==> src/design/trp_pkg.sv <==
// Shared types and constants for the telnet receive parser.
// No dependencies.
package trp_pkg;
  localparam int EscDepth = 32;
  localparam int EscAw = 5;
  localparam logic [12:0] SubMax = 13'd4096;

  localparam logic [7:0] B_IAC = 8'd255;
  localparam logic [7:0] B_DONT = 8'd254;
  localparam logic [7:0] B_DO = 8'd253;
  localparam logic [7:0] B_WONT = 8'd252;
  localparam logic [7:0] B_WILL = 8'd251;
  localparam logic [7:0] B_SB = 8'd250;
  localparam logic [7:0] B_SE = 8'd240;
  localparam logic [7:0] B_ESC = 8'd27;
  localparam logic [7:0] B_CR = 8'd13;
  localparam logic [7:0] CH_M = 8'h6d;
  localparam logic [7:0] CH_Z = 8'h7a;

  localparam logic [7:0] OPT_ECHO = 8'd1;
  localparam logic [7:0] OPT_TTYPE = 8'd24;
  localparam logic [7:0] OPT_EOR = 8'd25;
  localparam logic [7:0] OPT_NAWS = 8'd31;
  localparam logic [7:0] OPT_MCCP1 = 8'd85;
  localparam logic [7:0] OPT_MCCP2 = 8'd86;
  localparam logic [7:0] OPT_MSP = 8'd90;
  localparam logic [7:0] OPT_MXP = 8'd91;
  localparam logic [7:0] OPT_ZMP = 8'd93;

  localparam logic [1:0] CH_USER = 2'd0;
  localparam logic [1:0] CH_REPLY = 2'd1;
  localparam logic [1:0] CH_EVENT = 2'd2;

  localparam logic [3:0] EV_NONE = 4'd0;
  localparam logic [3:0] EV_ECHO_ON = 4'd1;
  localparam logic [3:0] EV_ECHO_OFF = 4'd2;
  localparam logic [3:0] EV_MXP = 4'd3;
  localparam logic [3:0] EV_MSP = 4'd4;
  localparam logic [3:0] EV_ZMP = 4'd5;
  localparam logic [3:0] EV_MCCP1 = 4'd6;
  localparam logic [3:0] EV_MCCP2 = 4'd7;
  localparam logic [3:0] EV_EOR = 4'd8;
  localparam logic [3:0] EV_NAWS = 4'd9;
  localparam logic [3:0] EV_COMPRESS = 4'd10;
  localparam logic [3:0] EV_ZMP_MSG = 4'd11;
  localparam logic [3:0] EV_TTYPE = 4'd12;
  localparam logic [3:0] EV_OVERFLOW = 4'd13;

  localparam logic [1:0] CFG_WIDTH = 2'd0;
  localparam logic [1:0] CFG_HEIGHT = 2'd1;

  // Reply burst list: up to 16 scripted words (full window size report) plus one event
  localparam int ScrDepth = 17;
  localparam int ScrAw = 5;

  typedef struct packed {
    logic [1:0] chan;
    logic [7:0] data;
    logic [3:0] ev;
    logic       last;
  } res_t;
endpackage

==> src/design/trp_esc_ram.sv <==
// Escape sequence buffer: synchronous RAM, one write and one read port.
// Depends on trp_pkg.
module trp_esc_ram (
  input  logic                     clk,
  input  logic                     wr_en,
  input  logic [trp_pkg::EscAw-1:0] wr_addr,
  input  logic [7:0]               wr_data,
  input  logic [trp_pkg::EscAw-1:0] rd_addr,
  output logic [7:0]               rd_data
);
  logic [7:0] mem [trp_pkg::EscDepth];

  // Write and registered read
  always_ff @(posedge clk) begin
    if (wr_en) begin
      mem[wr_addr] <= wr_data;
    end
    rd_data <= mem[rd_addr];
  end
endmodule

==> src/design/trp_out_reg.sv <==
// Output register stage: holds one result word toward the sink.
// Depends on trp_pkg.
module trp_out_reg (
  input  logic            clk,
  input  logic            rst_n,
  input  logic            push,
  input  trp_pkg::res_t   push_word,
  output logic            free,
  output logic            out_tvalid,
  input  logic            out_tready,
  output trp_pkg::res_t   out_word
);
  logic valid_r;
  trp_pkg::res_t word_r;

  assign free = !valid_r || out_tready;
  assign out_tvalid = valid_r;
  assign out_word = word_r;

  // Load on push, drop when taken
  always_ff @(posedge clk) begin
    if (!rst_n) begin
      valid_r <= 1'b0;
    end else if (push) begin
      valid_r <= 1'b1;
    end else if (out_tready) begin
      valid_r <= 1'b0;
    end
    if (push) begin
      word_r <= push_word;
    end
  end
endmodule

==> src/design/telnet_receive_parser_top.sv <==
// Telnet receive parser: takes one received byte per word, walks the telnet
// state machine and emits user bytes, reply bytes and events. Depends on trp_pkg,
// trp_esc_ram and trp_out_reg.
//
// Flow: a byte that gives at most one result is taken and its word pushed in
// the same cycle. A byte that gives a burst of result words is decoded into the
// burst list when it is taken, and its words are then pushed in turn; a passed
// escape sequence of n buffered bytes gives n+1 words, read from the escape
// buffer RAM one byte ahead. A word that the sink does not take holds the flow.
// One byte is in work at a time; the next byte is taken only when the output
// register is empty or being emptied.
// No clearing pass is needed after reset.
module telnet_receive_parser_top (
  input  logic        clk,
  input  logic        rst_n,
  input  logic        in_tvalid,
  output logic        in_tready,
  input  logic [7:0]  in_tdata,   // [7:0] rx_byte
  output logic        out_tvalid,
  input  logic        out_tready,
  output logic [15:0] out_tdata,  // [7:0] out_byte, [11:8] event_code, [15:12] zero
  output logic [1:0]  out_tuser,  // [1:0] out_channel
  output logic        out_tlast,  // last_of_run
  input  logic        cfg_valid,
  output logic        cfg_ready,
  input  logic [1:0]  cfg_index,
  input  logic [15:0] cfg_data
);
  typedef enum logic [3:0] {
    P_NORMAL, P_IAC, P_WILL, P_WONT, P_DO, P_DONT, P_SB, P_SBIAC, P_ANSI
  } pst_t;
  typedef enum logic [1:0] {M_IDLE, M_SCRIPT, M_ESCRD} mode_t;

  pst_t  pst_r;
  mode_t mode_r;
  logic [5:0]  esc_cnt_r;
  logic [7:0]  sub_opt_r, sub_sec_r;
  logic [12:0] sub_len_r;
  logic [1:0]  comp_r;
  logic        sound_r, echo_r, naws_r;
  logic [15:0] win_w_r, win_h_r;

  // Reply burst list and escape playback
  trp_pkg::res_t scr_r [trp_pkg::ScrDepth];
  logic [trp_pkg::ScrAw-1:0] scr_n_r, scr_i_r;
  logic [5:0] rd_i_r;
  logic [7:0] fin_r;
  logic       rd_pend_r;

  logic       free, push;
  trp_pkg::res_t push_word, ow;
  logic [7:0] ram_q, b;
  logic       acc, ram_we;
  logic [trp_pkg::EscAw-1:0] ram_wa, ram_ra;

  assign b = in_tdata;
  assign in_tready = (mode_r == M_IDLE) && free;
  assign acc = in_tvalid && in_tready;
  assign cfg_ready = 1'b1;

  trp_esc_ram u_ram (
    .clk(clk), .wr_en(ram_we), .wr_addr(ram_wa), .wr_data(b),
    .rd_addr(ram_ra), .rd_data(ram_q)
  );

  trp_out_reg u_out (
    .clk(clk), .rst_n(rst_n), .push(push), .push_word(push_word), .free(free),
    .out_tvalid(out_tvalid), .out_tready(out_tready), .out_word(ow)
  );

  assign out_tdata = {4'd0, ow.ev, ow.data};
  assign out_tuser = ow.chan;
  assign out_tlast = ow.last;

  // Per-byte decode into a burst list
  trp_pkg::res_t lst [trp_pkg::ScrDepth];
  logic [trp_pkg::ScrAw:0] ln;
  pst_t  pst_nxt;
  logic [5:0]  esc_cnt_nxt;
  logic [7:0]  sub_opt_nxt, sub_sec_nxt;
  logic [12:0] sub_len_nxt;
  logic [1:0]  comp_nxt;
  logic        sound_nxt, echo_nxt, naws_nxt, play;
  logic        alpha;

  function automatic trp_pkg::res_t mk(input logic [1:0] c, input logic [7:0] d,
                                       input logic [3:0] e);
    trp_pkg::res_t r;
    r.chan = c; r.data = d; r.ev = e; r.last = 1'b0;
    return r;
  endfunction

  always_comb begin
    for (int k = 0; k < trp_pkg::ScrDepth; k++) begin
      lst[k] = mk(trp_pkg::CH_USER, 8'd0, trp_pkg::EV_NONE);
    end
    ln = '0;
    pst_nxt = pst_r; esc_cnt_nxt = esc_cnt_r;
    sub_opt_nxt = sub_opt_r; sub_sec_nxt = sub_sec_r; sub_len_nxt = sub_len_r;
    comp_nxt = comp_r; sound_nxt = sound_r; echo_nxt = echo_r; naws_nxt = naws_r;
    play = 1'b0; ram_we = 1'b0; ram_wa = esc_cnt_r[trp_pkg::EscAw-1:0];
    alpha = (b >= 8'h41 && b <= 8'h5a) || (b >= 8'h61 && b <= 8'h7a);
    case (pst_r)
      P_IAC: begin
        pst_nxt = P_NORMAL;
        if (b == trp_pkg::B_IAC) begin
          lst[0] = mk(trp_pkg::CH_USER, trp_pkg::B_IAC, trp_pkg::EV_NONE); ln = 6'd1;
        end else if (b == trp_pkg::B_WILL) pst_nxt = P_WILL;
        else if (b == trp_pkg::B_WONT) pst_nxt = P_WONT;
        else if (b == trp_pkg::B_DO) pst_nxt = P_DO;
        else if (b == trp_pkg::B_DONT) pst_nxt = P_DONT;
        else if (b == trp_pkg::B_SB) pst_nxt = P_SB;
      end
      P_WILL: begin
        pst_nxt = P_NORMAL;
        lst[0] = mk(trp_pkg::CH_REPLY, trp_pkg::B_IAC, trp_pkg::EV_NONE);
        lst[1] = mk(trp_pkg::CH_REPLY, trp_pkg::B_DO, trp_pkg::EV_NONE);
        lst[2] = mk(trp_pkg::CH_REPLY, b, trp_pkg::EV_NONE);
        lst[3] = mk(trp_pkg::CH_EVENT, 8'd0, trp_pkg::EV_NONE);
        ln = 6'd4;
        case (b)
          trp_pkg::OPT_MCCP2: begin
            if (comp_r == 2'd0) begin comp_nxt = 2'd2; lst[3].ev = trp_pkg::EV_MCCP2; end
            else ln = 6'd0;
          end
          trp_pkg::OPT_MCCP1: begin
            if (comp_r == 2'd0) begin comp_nxt = 2'd1; lst[3].ev = trp_pkg::EV_MCCP1; end
            else ln = 6'd0;
          end
          trp_pkg::OPT_EOR: lst[3].ev = trp_pkg::EV_EOR;
          trp_pkg::OPT_MSP: begin
            if (!sound_r) begin sound_nxt = 1'b1; lst[3].ev = trp_pkg::EV_MSP; end
            else ln = 6'd0;
          end
          trp_pkg::OPT_MXP: lst[3].ev = trp_pkg::EV_MXP;
          trp_pkg::OPT_ZMP: lst[3].ev = trp_pkg::EV_ZMP;
          trp_pkg::OPT_ECHO: begin echo_nxt = 1'b1; lst[3].ev = trp_pkg::EV_ECHO_ON; end
          default: begin
            lst[1].data = trp_pkg::B_DONT;
            ln = 6'd3;
            if (b == trp_pkg::B_IAC) begin lst[3] = lst[2]; ln = 6'd4; end
          end
        endcase
      end
      P_WONT: begin
        pst_nxt = P_NORMAL;
        if (b == trp_pkg::OPT_ECHO) begin
          lst[0] = mk(trp_pkg::CH_REPLY, trp_pkg::B_IAC, trp_pkg::EV_NONE);
          lst[1] = mk(trp_pkg::CH_REPLY, trp_pkg::B_DONT, trp_pkg::EV_NONE);
          lst[2] = mk(trp_pkg::CH_REPLY, b, trp_pkg::EV_NONE);
          lst[3] = mk(trp_pkg::CH_EVENT, 8'd0, trp_pkg::EV_ECHO_OFF);
          ln = 6'd4; echo_nxt = 1'b0;
        end
      end
      P_DO: begin
        pst_nxt = P_NORMAL;
        lst[0] = mk(trp_pkg::CH_REPLY, trp_pkg::B_IAC, trp_pkg::EV_NONE);
        lst[1] = mk(trp_pkg::CH_REPLY, trp_pkg::B_WILL, trp_pkg::EV_NONE);
        lst[2] = mk(trp_pkg::CH_REPLY, b, trp_pkg::EV_NONE);
        if (b == trp_pkg::OPT_NAWS) begin
          if (!naws_r) begin
            naws_nxt = 1'b1;
            lst[3] = mk(trp_pkg::CH_REPLY, trp_pkg::B_IAC, trp_pkg::EV_NONE);
            lst[4] = mk(trp_pkg::CH_REPLY, trp_pkg::B_SB, trp_pkg::EV_NONE);
            lst[5] = mk(trp_pkg::CH_REPLY, trp_pkg::OPT_NAWS, trp_pkg::EV_NONE);
            ln = 6'd6;
            for (int k = 0; k < 4; k++) begin
              logic [7:0] v;
              v = (k == 0) ? win_w_r[15:8] : (k == 1) ? win_w_r[7:0] :
                  (k == 2) ? win_h_r[15:8] : win_h_r[7:0];
              lst[ln[trp_pkg::ScrAw-1:0]] = mk(trp_pkg::CH_REPLY, v, trp_pkg::EV_NONE);
              ln = ln + 1'b1;
              if (v == trp_pkg::B_IAC) begin
                lst[ln[trp_pkg::ScrAw-1:0]] = mk(trp_pkg::CH_REPLY, v, trp_pkg::EV_NONE);
                ln = ln + 1'b1;
              end
            end
            lst[ln[trp_pkg::ScrAw-1:0]] =
              mk(trp_pkg::CH_REPLY, trp_pkg::B_IAC, trp_pkg::EV_NONE);
            ln = ln + 1'b1;
            lst[ln[trp_pkg::ScrAw-1:0]] =
              mk(trp_pkg::CH_REPLY, trp_pkg::B_SE, trp_pkg::EV_NONE);
            ln = ln + 1'b1;
            lst[ln[trp_pkg::ScrAw-1:0]] = mk(trp_pkg::CH_EVENT, 8'd0, trp_pkg::EV_NAWS);
            ln = ln + 1'b1;
          end
        end else if (b == trp_pkg::OPT_MXP) begin
          lst[3] = mk(trp_pkg::CH_EVENT, 8'd0, trp_pkg::EV_MXP);
          ln = 6'd4;
        end else begin
          lst[1].data = trp_pkg::B_WONT;
          ln = 6'd3;
          if (b == trp_pkg::B_IAC) begin lst[3] = lst[2]; ln = 6'd4; end
        end
      end
      P_DONT: pst_nxt = P_NORMAL;
      P_SB, P_SBIAC: begin
        logic fin, store;
        logic [7:0] sv;
        fin = 1'b0; store = 1'b0; sv = b;
        if (pst_r == P_SB) begin
          if (b == trp_pkg::B_IAC) pst_nxt = P_SBIAC;
          else if (b == trp_pkg::B_SE && sub_len_r == 13'd2 &&
                   sub_opt_r == trp_pkg::OPT_MCCP1 && sub_sec_r == trp_pkg::B_WILL) fin = 1'b1;
          else store = 1'b1;
        end else if (b == trp_pkg::B_SE) begin
          fin = 1'b1;
        end else begin
          store = 1'b1; sv = trp_pkg::B_IAC; pst_nxt = P_SB;
        end
        if (store) begin
          if (sub_len_r >= trp_pkg::SubMax) begin
            lst[0] = mk(trp_pkg::CH_EVENT, 8'd0, trp_pkg::EV_OVERFLOW); ln = 6'd1;
          end else begin
            if (sub_len_r == 13'd0) sub_opt_nxt = sv;
            else if (sub_len_r == 13'd1) sub_sec_nxt = sv;
            sub_len_nxt = sub_len_r + 13'd1;
          end
        end
        if (fin) begin
          if (sub_len_r != 13'd0) begin
            if ((sub_opt_r == trp_pkg::OPT_MCCP1 || sub_opt_r == trp_pkg::OPT_MCCP2) &&
                comp_r != 2'd0) begin
              lst[0] = mk(trp_pkg::CH_EVENT, 8'd0, trp_pkg::EV_COMPRESS); ln = 6'd1;
            end
            if (sub_opt_r == trp_pkg::OPT_ZMP) begin
              lst[0] = mk(trp_pkg::CH_EVENT, 8'd0, trp_pkg::EV_ZMP_MSG); ln = 6'd1;
            end
            if (sub_opt_r == trp_pkg::OPT_TTYPE) begin
              lst[0] = mk(trp_pkg::CH_EVENT, 8'd0, trp_pkg::EV_TTYPE); ln = 6'd1;
            end
          end
          sub_opt_nxt = '0; sub_sec_nxt = '0; sub_len_nxt = '0; pst_nxt = P_NORMAL;
        end
      end
      P_ANSI: begin
        if (alpha) begin
          esc_cnt_nxt = '0; pst_nxt = P_NORMAL;
          play = (b == trp_pkg::CH_M) || (b == trp_pkg::CH_Z);
        end else if (esc_cnt_r >= 6'(trp_pkg::EscDepth)) begin
          esc_cnt_nxt = '0; pst_nxt = P_NORMAL;
          lst[0] = mk(trp_pkg::CH_EVENT, 8'd0, trp_pkg::EV_OVERFLOW); ln = 6'd1;
        end else begin
          ram_we = acc; esc_cnt_nxt = esc_cnt_r + 6'd1;
        end
      end
      default: begin
        pst_nxt = P_NORMAL;
        if (b == trp_pkg::B_IAC) pst_nxt = P_IAC;
        else if (b == trp_pkg::B_ESC) begin
          ram_we = acc; ram_wa = '0; esc_cnt_nxt = 6'd1; pst_nxt = P_ANSI;
        end else if (b != 8'd0 && b != trp_pkg::B_CR) begin
          lst[0] = mk(trp_pkg::CH_USER, b, trp_pkg::EV_NONE); ln = 6'd1;
        end
      end
    endcase
  end

  // Escape playback reads one buffered byte ahead
  logic rd_more;
  assign rd_more = (rd_i_r + 6'd1) < esc_cnt_r;
  assign ram_ra = (mode_r == M_ESCRD && !(rd_pend_r && !free)) ?
                  rd_i_r[trp_pkg::EscAw-1:0] + trp_pkg::EscAw'(rd_more) :
                  rd_i_r[trp_pkg::EscAw-1:0];

  // Output push selection
  always_comb begin
    push = 1'b0; push_word = scr_r[scr_i_r];
    if (mode_r == M_SCRIPT) begin
      push = free;
      push_word.last = (scr_i_r == scr_n_r);
    end else if (mode_r == M_ESCRD) begin
      push = free && rd_pend_r;
      push_word = mk(trp_pkg::CH_USER, rd_i_r == esc_cnt_r ? fin_r : ram_q,
                     trp_pkg::EV_NONE);
      push_word.last = (rd_i_r == esc_cnt_r);
    end else if (acc && ln == 1) begin
      push = 1'b1; push_word = lst[0]; push_word.last = 1'b1;
    end
  end

  // State, configuration and burst sequencing
  always_ff @(posedge clk) begin
    if (!rst_n) begin
      pst_r <= P_NORMAL; mode_r <= M_IDLE; esc_cnt_r <= '0;
      sub_opt_r <= '0; sub_sec_r <= '0; sub_len_r <= '0; comp_r <= '0;
      sound_r <= 1'b0; echo_r <= 1'b0; naws_r <= 1'b0;
      win_w_r <= 16'd80; win_h_r <= 16'd24;
      scr_i_r <= '0; scr_n_r <= '0; rd_i_r <= '0; rd_pend_r <= 1'b0;
    end else begin
      if (cfg_valid && cfg_index == trp_pkg::CFG_WIDTH) win_w_r <= cfg_data;
      if (cfg_valid && cfg_index == trp_pkg::CFG_HEIGHT) win_h_r <= cfg_data;
      case (mode_r)
        M_IDLE: begin
          if (acc) begin
            pst_r <= pst_nxt; sub_opt_r <= sub_opt_nxt; sub_sec_r <= sub_sec_nxt;
            sub_len_r <= sub_len_nxt; comp_r <= comp_nxt; sound_r <= sound_nxt;
            echo_r <= echo_nxt; naws_r <= naws_nxt;
            esc_cnt_r <= play ? esc_cnt_r : esc_cnt_nxt;
            if (ln > 1) begin
              mode_r <= M_SCRIPT; scr_i_r <= '0;
              scr_n_r <= trp_pkg::ScrAw'(ln - 1'b1);
            end else if (play) begin
              mode_r <= M_ESCRD; rd_i_r <= '0; rd_pend_r <= 1'b1; fin_r <= b;
            end
          end
        end
        M_SCRIPT: begin
          if (free) begin
            scr_i_r <= scr_i_r + 1'b1;
            if (scr_i_r == scr_n_r) mode_r <= M_IDLE;
          end
        end
        M_ESCRD: begin
          if (free) begin
            if (rd_i_r == esc_cnt_r) begin
              // Park the read pointer at the head for the next playback
              mode_r <= M_IDLE; esc_cnt_r <= '0; rd_pend_r <= 1'b0; rd_i_r <= '0;
            end else begin
              rd_i_r <= rd_i_r + 6'd1;
            end
          end
        end
        default: mode_r <= M_IDLE;
      endcase
    end
    if (mode_r == M_IDLE && acc) begin
      for (int k = 0; k < trp_pkg::ScrDepth; k++) scr_r[k] <= lst[k];
    end
  end
endmodule

==> config.mk <==
export PLATFORM = sky130hd
export DESIGN_NAME = telnet_receive_parser_top
export DESIGN_NICKNAME = d
export VERILOG_FILES = /design/src/design/trp_pkg.sv /design/src/design/trp_esc_ram.sv /design/src/design/trp_out_reg.sv /design/src/design/telnet_receive_parser_top.sv
export SDC_FILE = /design/constraint.sdc
export NUM_CORES = 1
export LEC_CHECK = 0
export BUFFER_PORTS_ARGS = -buffer_cell sky130_fd_sc_hd__buf_4
export CAP_MARGIN = 20
export CORE_ASPECT_RATIO = 0.75
export CORE_MARGIN = 4
export CORE_UTILIZATION = 30
export CTS_CLUSTER_SIZE = 30
export DETAILED_ROUTE_END_ITERATION = 10
export GPL_TIMING_DRIVEN = 0
export PLACE_DENSITY_LB_ADDON = 0.25
export SETUP_SLACK_MARGIN = 0.1
export SYNTH_ARGS = -nofsm -noshare
export SYNTH_HDL_FRONTEND = slang
export SYNTH_HIERARCHICAL = 1
export SYNTH_SLANG_ARGS = --single-unit
export TNS_END_PERCENT = 1
==> constraint.sdc <==
create_clock -name clk -period 8.29 [get_ports clk]
set_clock_uncertainty 0.15 [all_clocks]
set_input_delay 1.658 -clock clk [delete_from_list [all_inputs] [get_ports clk]]
set_output_delay 1.658 -clock clk [all_outputs]
set_load 0.05 [all_outputs]
# --- Word-level counts from Yosys, hierarchy flattened ---
# Memories as Yosys holds them, arrays and structs flattened. A register that Yosys moved wholly into a read port is not among the register bits.
# Index checks and enable logic that the tools add are counted.
word_totals:
  in_bits: 31
  elab_cells: 429
  regBits: 118
  out_inout_bits: 22
  mem_count: 2
  ram_bits: 511
classes:
  reduce_logical: 67
  n_mux: 215
  n_bitwise: 19
  n_lt_le_gt_ge: 26
  eq_ne: 64
  n_addsub: 15
mem_list:
  columns: ["name", "depth", "word_bits", "read_ports", "rd_clocked_by_memory_dff", "write_ports", "line_no", "source"]
  rows:
  - ["u_ram.mem", 32, 8, 1, 1, 1, "trp_esc_ram.sv:11", "logic [7:0] mem [trp_pkg::EscDepth];"]
  - ["scr_r", 17, 15, 1, 1, 17, "telnet_receive_parser_top.sv:44", "trp_pkg::res_t scr_r [trp_pkg::ScrDepth];"]
ops:
  columns: ["operator", "n"]
  rows:
  - ["$mux 255", 13]
  - ["$bwmux 255", 6]
  - ["$demux 15 s5", 9]
  - ["$mux 15", 26]
  - ["$mux 195", 2]
  - ["$mux 6", 36]
  - ["$and 204x204->204", 1]
  - ["$not 204->204", 1]
  - ["$and 170x170->170", 1]
  - ["$not 170->170", 1]
  - ["$or 153x153->153", 1]
  - ["$pmux 45 s3", 1]
  - ["$pmux 15 s7", 1]
  - ["$mux 8", 13]
  - ["$and 102x102->102", 1]
  - ["$not 102->102", 1]
  - ["$eq 8x8->1 const B", 12]
  - ["$mux 13", 7]
  - ["$or 85x85->85", 1]
  - ["$eq 8x7->1 const B", 10]
  - ["$add 6x1->6 const B", 11]
  - ["$ge 6x6->1 const B", 10]
  - ["$mux 59", 1]
  - ["$mux 4", 14]
  - ["68 further kinds", 226]

# --- Logic depth before layout (Yosys ltp) ---
depth:
  ltp_word: 38
  ltp_mapped: 27
  mapped_depth_nobuf: 22

# --- Modules after synthesis ---
# The synthesis kept the hierarchy.
by_module_without_submodules:
  columns: ["module", "instances", "area_each_um2", "cells_per_inst", "seq_area_each_um2"]
  rows:
  - ["telnet_receive_parser_top", 1, 16741.1, 1765, 7537.2]
  - ["trp_esc_ram", 1, 10053.4, 417, 7847.5]
  - ["trp_out_reg", 1, 499.2, 19, 470.5]

# --- Worst setup path before layout ---
# OpenSTA, ideal clock, no wires.
synth_path:
  kind: "input -> register"
  from: "input out_tready"
  to: "register u_out.word_r (netlist bit u_out/out_word[0]), enable pin"
  setup_ps: 398
  arrival_time_ps: 8935
  slack_ps: -1193
  path_buffers: 1
  required_ps: 7742
  stages: 9
  path_cell_list: "nand2b_4 inv_1 nor3_1 nand2_1 inv_1 nand2_1 or3b_1 buf_6 a31oi_1"
synth_via:
  elab_chain_cells: 7
  word_cells_on_any_way: 8
  classes_between: "mux: 3; reduce/logical: 5"
synth_rtl:
  columns: ["element", "line_no", "source"]
  rows:
  - ["start: declaration", "telnet_receive_parser_top.sv:20", "input logic out_tready,"]
  - ["$logic_or 1x1->1", "trp_out_reg.sv:16", "assign free = !valid_r || out_tready;"]
  - ["$logic_and 1x1->1", "telnet_receive_parser_top.sv:57", "assign in_tready = (mode_r == M_IDLE) && free;"]
  - ["via in_tready", "telnet_receive_parser_top.sv:17", "output logic in_tready,"]
  - ["$logic_and 1x1->1", "telnet_receive_parser_top.sv:58", "assign acc = in_tvalid && in_tready;"]
  - ["$logic_and 1x1->1", "telnet_receive_parser_top.sv:277", "end else if (acc && ln == 1) begin"]
  - ["$mux 1", "telnet_receive_parser_top.sv:277", null]
  - ["$mux 1", "telnet_receive_parser_top.sv:272", "end else if (mode_r == M_ESCRD) begin"]
  - ["$mux 1", "telnet_receive_parser_top.sv:269", "if (mode_r == M_SCRIPT) begin"]
  - ["via push", "telnet_receive_parser_top.sv:50", "logic free, push;"]
  - ["end signal: assignment", "trp_out_reg.sv:30", "word_r <= push_word;"]
  - ["end: declaration", "trp_out_reg.sv:14", "trp_pkg::res_t word_r;"]
# The timed path passes the listed nets, and every way through them passes these cells.
# A chain may end at the register's enable or synchronous reset.

==> results.sh <==
export IMPL_syn_area_per_cell_um2=12.4
export IMPL_die_h_um=269
export IMPL_slew_viol_final=0
export IMPL_synth_top_area_cell="sky130_fd_sc_hd__edfxtp_1"
export IMPL_cts_sinks=564
export IMPL_max_stage_delay_ns=1.07
export IMPL_synth_cells_most_frequent="sky130_fd_sc_hd__edfxtp_1, sky130_fd_sc_hd__nand2_1, sky130_fd_sc_hd__a21oi_1, sky130_fd_sc_hd__nor2_1, sky130_fd_sc_hd__mux4_2"
export IMPL_numCtsBuffers=61
export IMPL_fin_nets=2393
export IMPL_clk_latency_ns=0.63
export IMPL_worst_tran_pin_value_ns=1.25
export IMPL_worstHoldPathType="reg2reg"
export IMPL_worst_path_buf_inv=5
export IMPL_floorplan_rows=95
export IMPL_drt_pre_antenna_iters=6
export IMPL_crit_path_top_delay_cell="sky130_fd_sc_hd__o21ai_0"
export IMPL_timing_critical_path_cells="nand4_1 > nor2_1 > clkbuf_1 > ha_1 > clkbuf_1 > nand2_1 > o21a_1 > inv_1 > ha_1 > clkbuf_1 > nor2_1 > a21oi_1 > ha_1 > clkbuf_1 > nand4_1 > a21o_1 > nand2_1 > nand3_1 > o21ai_0 > a21o_1 > a21oi_1"
export IMPL_final_period_minus_worst_setup_slack_ns=7.58
export IMPL_tritoncts="yes"
export IMPL_totalWireLength_mm=84.8
export IMPL_pin_count=53
export IMPL_groute_usage_overall_pct=17.2
export IMPL_critical_path_top_cell_by_count="sky130_fd_sc_hd__clkbuf_1"
export IMPL_synth_warnings=6
export IMPL_overflow_left_after_global_routing=0
export IMPL_ys_async_sr_fraction_pct=0
export IMPL_most_used_standard_cell_by_instance_count_after_synthesis="sky130_fd_sc_hd__edfxtp_1"
export IMPL_fin_worst_hold_slack_ns=0.307
export IMPL_post_route_worst_setup_slack_ns=0.707
export IMPL_die_width_um=356
export IMPL_mappedNetlistArea_um2=27300
export IMPL_dpl_hpwl_mm=62.5
export IMPL_post_synthesis_cell_count=2201
export IMPL_power_combinational_fraction_pct=11.2
export IMPL_final_hold_viol_count=0
export IMPL_synth_area_top_cells="sky130_fd_sc_hd__edfxtp_1, sky130_fd_sc_hd__mux4_2, sky130_fd_sc_hd__dfxtp_1"
export IMPL_cts_repair_resize_count=0
export IMPL_worstSetupEndpointType="flip-flop"
export IMPL_initial_util_pct=30.4
export IMPL_ys_ff_latch=564
export IMPL_die_area_um2=95900
export IMPL_fp_coreArea_um2=89900
export IMPL_maxCapViolations=0
export IMPL_layout_core_utilization_pct=35.1
export IMPL_route_antenna_remaining_nets=0
export IMPL_htree_levels=2
export IMPL_status="finished, final reports clean"
export IMPL_power_leakage_uw=0.0102
export IMPL_drtIter0Drc=2247
export IMPL_root_buffer="sky130_fd_sc_hd__clkbuf_16"
export IMPL_detailroute_via_count=19500
export IMPL_cts_path_max_buffers=3
export IMPL_preCtsSetupSlack_ns=0.544
export IMPL_seq_area_frac_synth_pct=58.1
export IMPL_global_route_wire_length_before_repair_mm=124
export IMPL_maximum_number_of_pins_on_one_net_before_global_route_repair=45
export IMPL_grt_antenna_before_repair=7
export IMPL_yosys_most_used_dff="sky130_fd_sc_hd__edfxtp_1"
export IMPL_post_route_drc_count=0
export IMPL_setup_worst_path_start_class="flip-flop"
export IMPL_cell_internal_pwr_uw=5290
export IMPL_power_density_nw_per_um2=223
export IMPL_cts_hold_repair_buffers=0
export IMPL_crit_arrival_ns=7.79
export IMPL_area_growth_pct=15.5
export IMPL_relSlewSlack_pct=15.7
export IMPL_switching_share_pct=24.6
export IMPL_drt_vias_per_instance=5.44
export IMPL_timing_critical_path_required_ns=8.50
export IMPL_final_cells=3589
export IMPL_final_period_utilization_pct=91.5
export IMPL_drive_above_1_share_pct=15.7
export IMPL_synth_enable_flop_cells=456
export IMPL_totalNegativeSetupSlack_ns=0
export IMPL_synth_cell_types=102
export IMPL_setup_viol=0
export IMPL_vias_in_the_first_global_route=18300
export IMPL_clkSlewWorstSetupHoldPaths_ns=0.06
export IMPL_clock_share_of_power_pct=41.4
export IMPL_cpLargestDelayFamily="compound AO/OA/AOI/OAI gates"
export IMPL_synth_top_area_share_pct=50.2
export IMPL_power_share_sequential_pct=47.4
export IMPL_port_buffer_count=47
export IMPL_max_clock_freq_mhz=132
export IMPL_critPathMaxFanout=12
export IMPL_criticalPathCategory="reg2reg"
export IMPL_globalplace_congestion=0.920
export IMPL_avgRoutedWirePerCell_um=23.6
export IMPL_irDropWorstVdd_mv=0.171
export IMPL_total_switching_power_uw=1730
export IMPL_place_detailed_instances=3470
export IMPL_rsz0062_at_grt="no"
export IMPL_post_cts_setup_buffer_count=0
==> state kept, by name, indices dropped and copies added, names as in the netlist, 8 cells and up, named ones only <==
name,cells
fin_r,8
scr_r,177
sub_len_r,13
sub_opt_r,8
sub_sec_r,8
u_out/out_word,15
u_ram/mem,256
u_ram/rd_data,8
win_h_r,16
win_w_r,16
==> worst reg2reg max path: stages (launching register included) <==
cell and delay [ns]:
sky130_fd_sc_hd__dfxtp_1 0.36, sky130_fd_sc_hd__nand4_1 0.11, sky130_fd_sc_hd__nor2_1 0.49, sky130_fd_sc_hd__clkbuf_1 0.45
sky130_fd_sc_hd__ha_1 0.31, sky130_fd_sc_hd__clkbuf_1 0.37, sky130_fd_sc_hd__nand2_1 0.31, sky130_fd_sc_hd__o21a_1 0.24
sky130_fd_sc_hd__inv_1 0.12, sky130_fd_sc_hd__ha_1 0.16, sky130_fd_sc_hd__clkbuf_1 0.37, sky130_fd_sc_hd__nor2_1 0.07
sky130_fd_sc_hd__a21oi_1 0.38, sky130_fd_sc_hd__ha_1 0.33, sky130_fd_sc_hd__clkbuf_1 0.42, sky130_fd_sc_hd__nand4_1 0.27
sky130_fd_sc_hd__a21o_1 0.32, sky130_fd_sc_hd__nand2_1 0.31, sky130_fd_sc_hd__nand3_1 0.34, sky130_fd_sc_hd__o21ai_0 1.07
sky130_fd_sc_hd__a21o_1 0.29, sky130_fd_sc_hd__a21oi_1 0.10
==> cell families (layout without fill, tap and decap cells) <==
| family | Yosys count | after routing | share of synthesized area [%] |
|---|---|---|---|
| AO/OA/AOI/OAI | 476 | 476 | 10.7 |
| XOR/XNOR | 51 | 51 | 1.75 |
| adder cells (fa/ha/maj) | 37 | 37 | 1.71 |
| buffers and inverters | 176 | 347 | 2.82 |
| flip-flops | 564 | 564 | 58.1 |
| multiplexers | 164 | 164 | 11.8 |
| other | 2 | 7 | 0.0275 |
| AND/OR/NAND/NOR | 731 | 731 | 13.1 |
==> worst paths after layout <==
path | start | endpoint | slack [ns] | cells past startpoint
worst max-delay path | win_w_r[11] | scr_r[15][7] | 0.71 | 21
worst min-delay path | sub_sec_r[4] | sub_sec_r[4] | 0.31 | 2
worst max register to register | win_w_r[11] | scr_r[15][7] | 0.71 | 21
worst min register to register | sub_sec_r[4] | sub_sec_r[4] | 0.31 | 2
==> cells in the final DEF (no fill, tap or decap), types with 56 or more instances in the layout <==
cell type                   synthesis  final
sky130_fd_sc_hd__o21ai_0           82     82
sky130_fd_sc_hd__clkbuf_16          0     62
sky130_fd_sc_hd__mux4_2           125    125
sky130_fd_sc_hd__edfxtp_1         456    456
sky130_fd_sc_hd__buf_4             19     67
sky130_fd_sc_hd__dfxtp_1          108    108
sky130_fd_sc_hd__a21oi_1          210    210
sky130_fd_sc_hd__nand2_1          264    264
sky130_fd_sc_hd__nor2_1           171    171
sky130_fd_sc_hd__nand3_1           56     56
sky130_fd_sc_hd__clkbuf_1          90     98
==> area by class of cell <==
cell class                 instances  area [um^2]
antenna                            2         5.00
buffer                           134          614
clock buffer                      71         1590
clock inverter                    40          574
fill                            8793        58300
inverter                          42          161
multi-input combinational       1464        10700
sequential                       564        15900
tap                             1212         1520
timing repair buffer              60          519
==> power by group through the flow <==
stage                     clock, uW  combinational [uW]  sequential (uW)
final                          2900                 787             3330
after global routing           3080                 838             3340
after global placement            0                 748             3400
after detailed placement          0                 780             3390
after floorplan                   0                 396             3450
after CTS                      2960                 783             3330
==> per-stage QoR <==
step / cell area, um^2 / total power, uW
finish: 31500 / 7020
global route: 31500 / 7260
global placement: 29200 / 4150
CTS: 31500 / 7070
detailed placement: 29300 / 4170
floorplan: 27300 / 3850
==> metal layers <==
metal | vias up | track usage, % | wire [um]
met4 | 4 | 3.48 | 1450
met1 | 9990 | 28.2 | 42000
li1 | 8634 | - | -
met5 | - | 0 | 37
met2 | 807 | 22.8 | 33600
met3 | 104 | 3.68 | 7720
(Power assumes the default switching activity.)
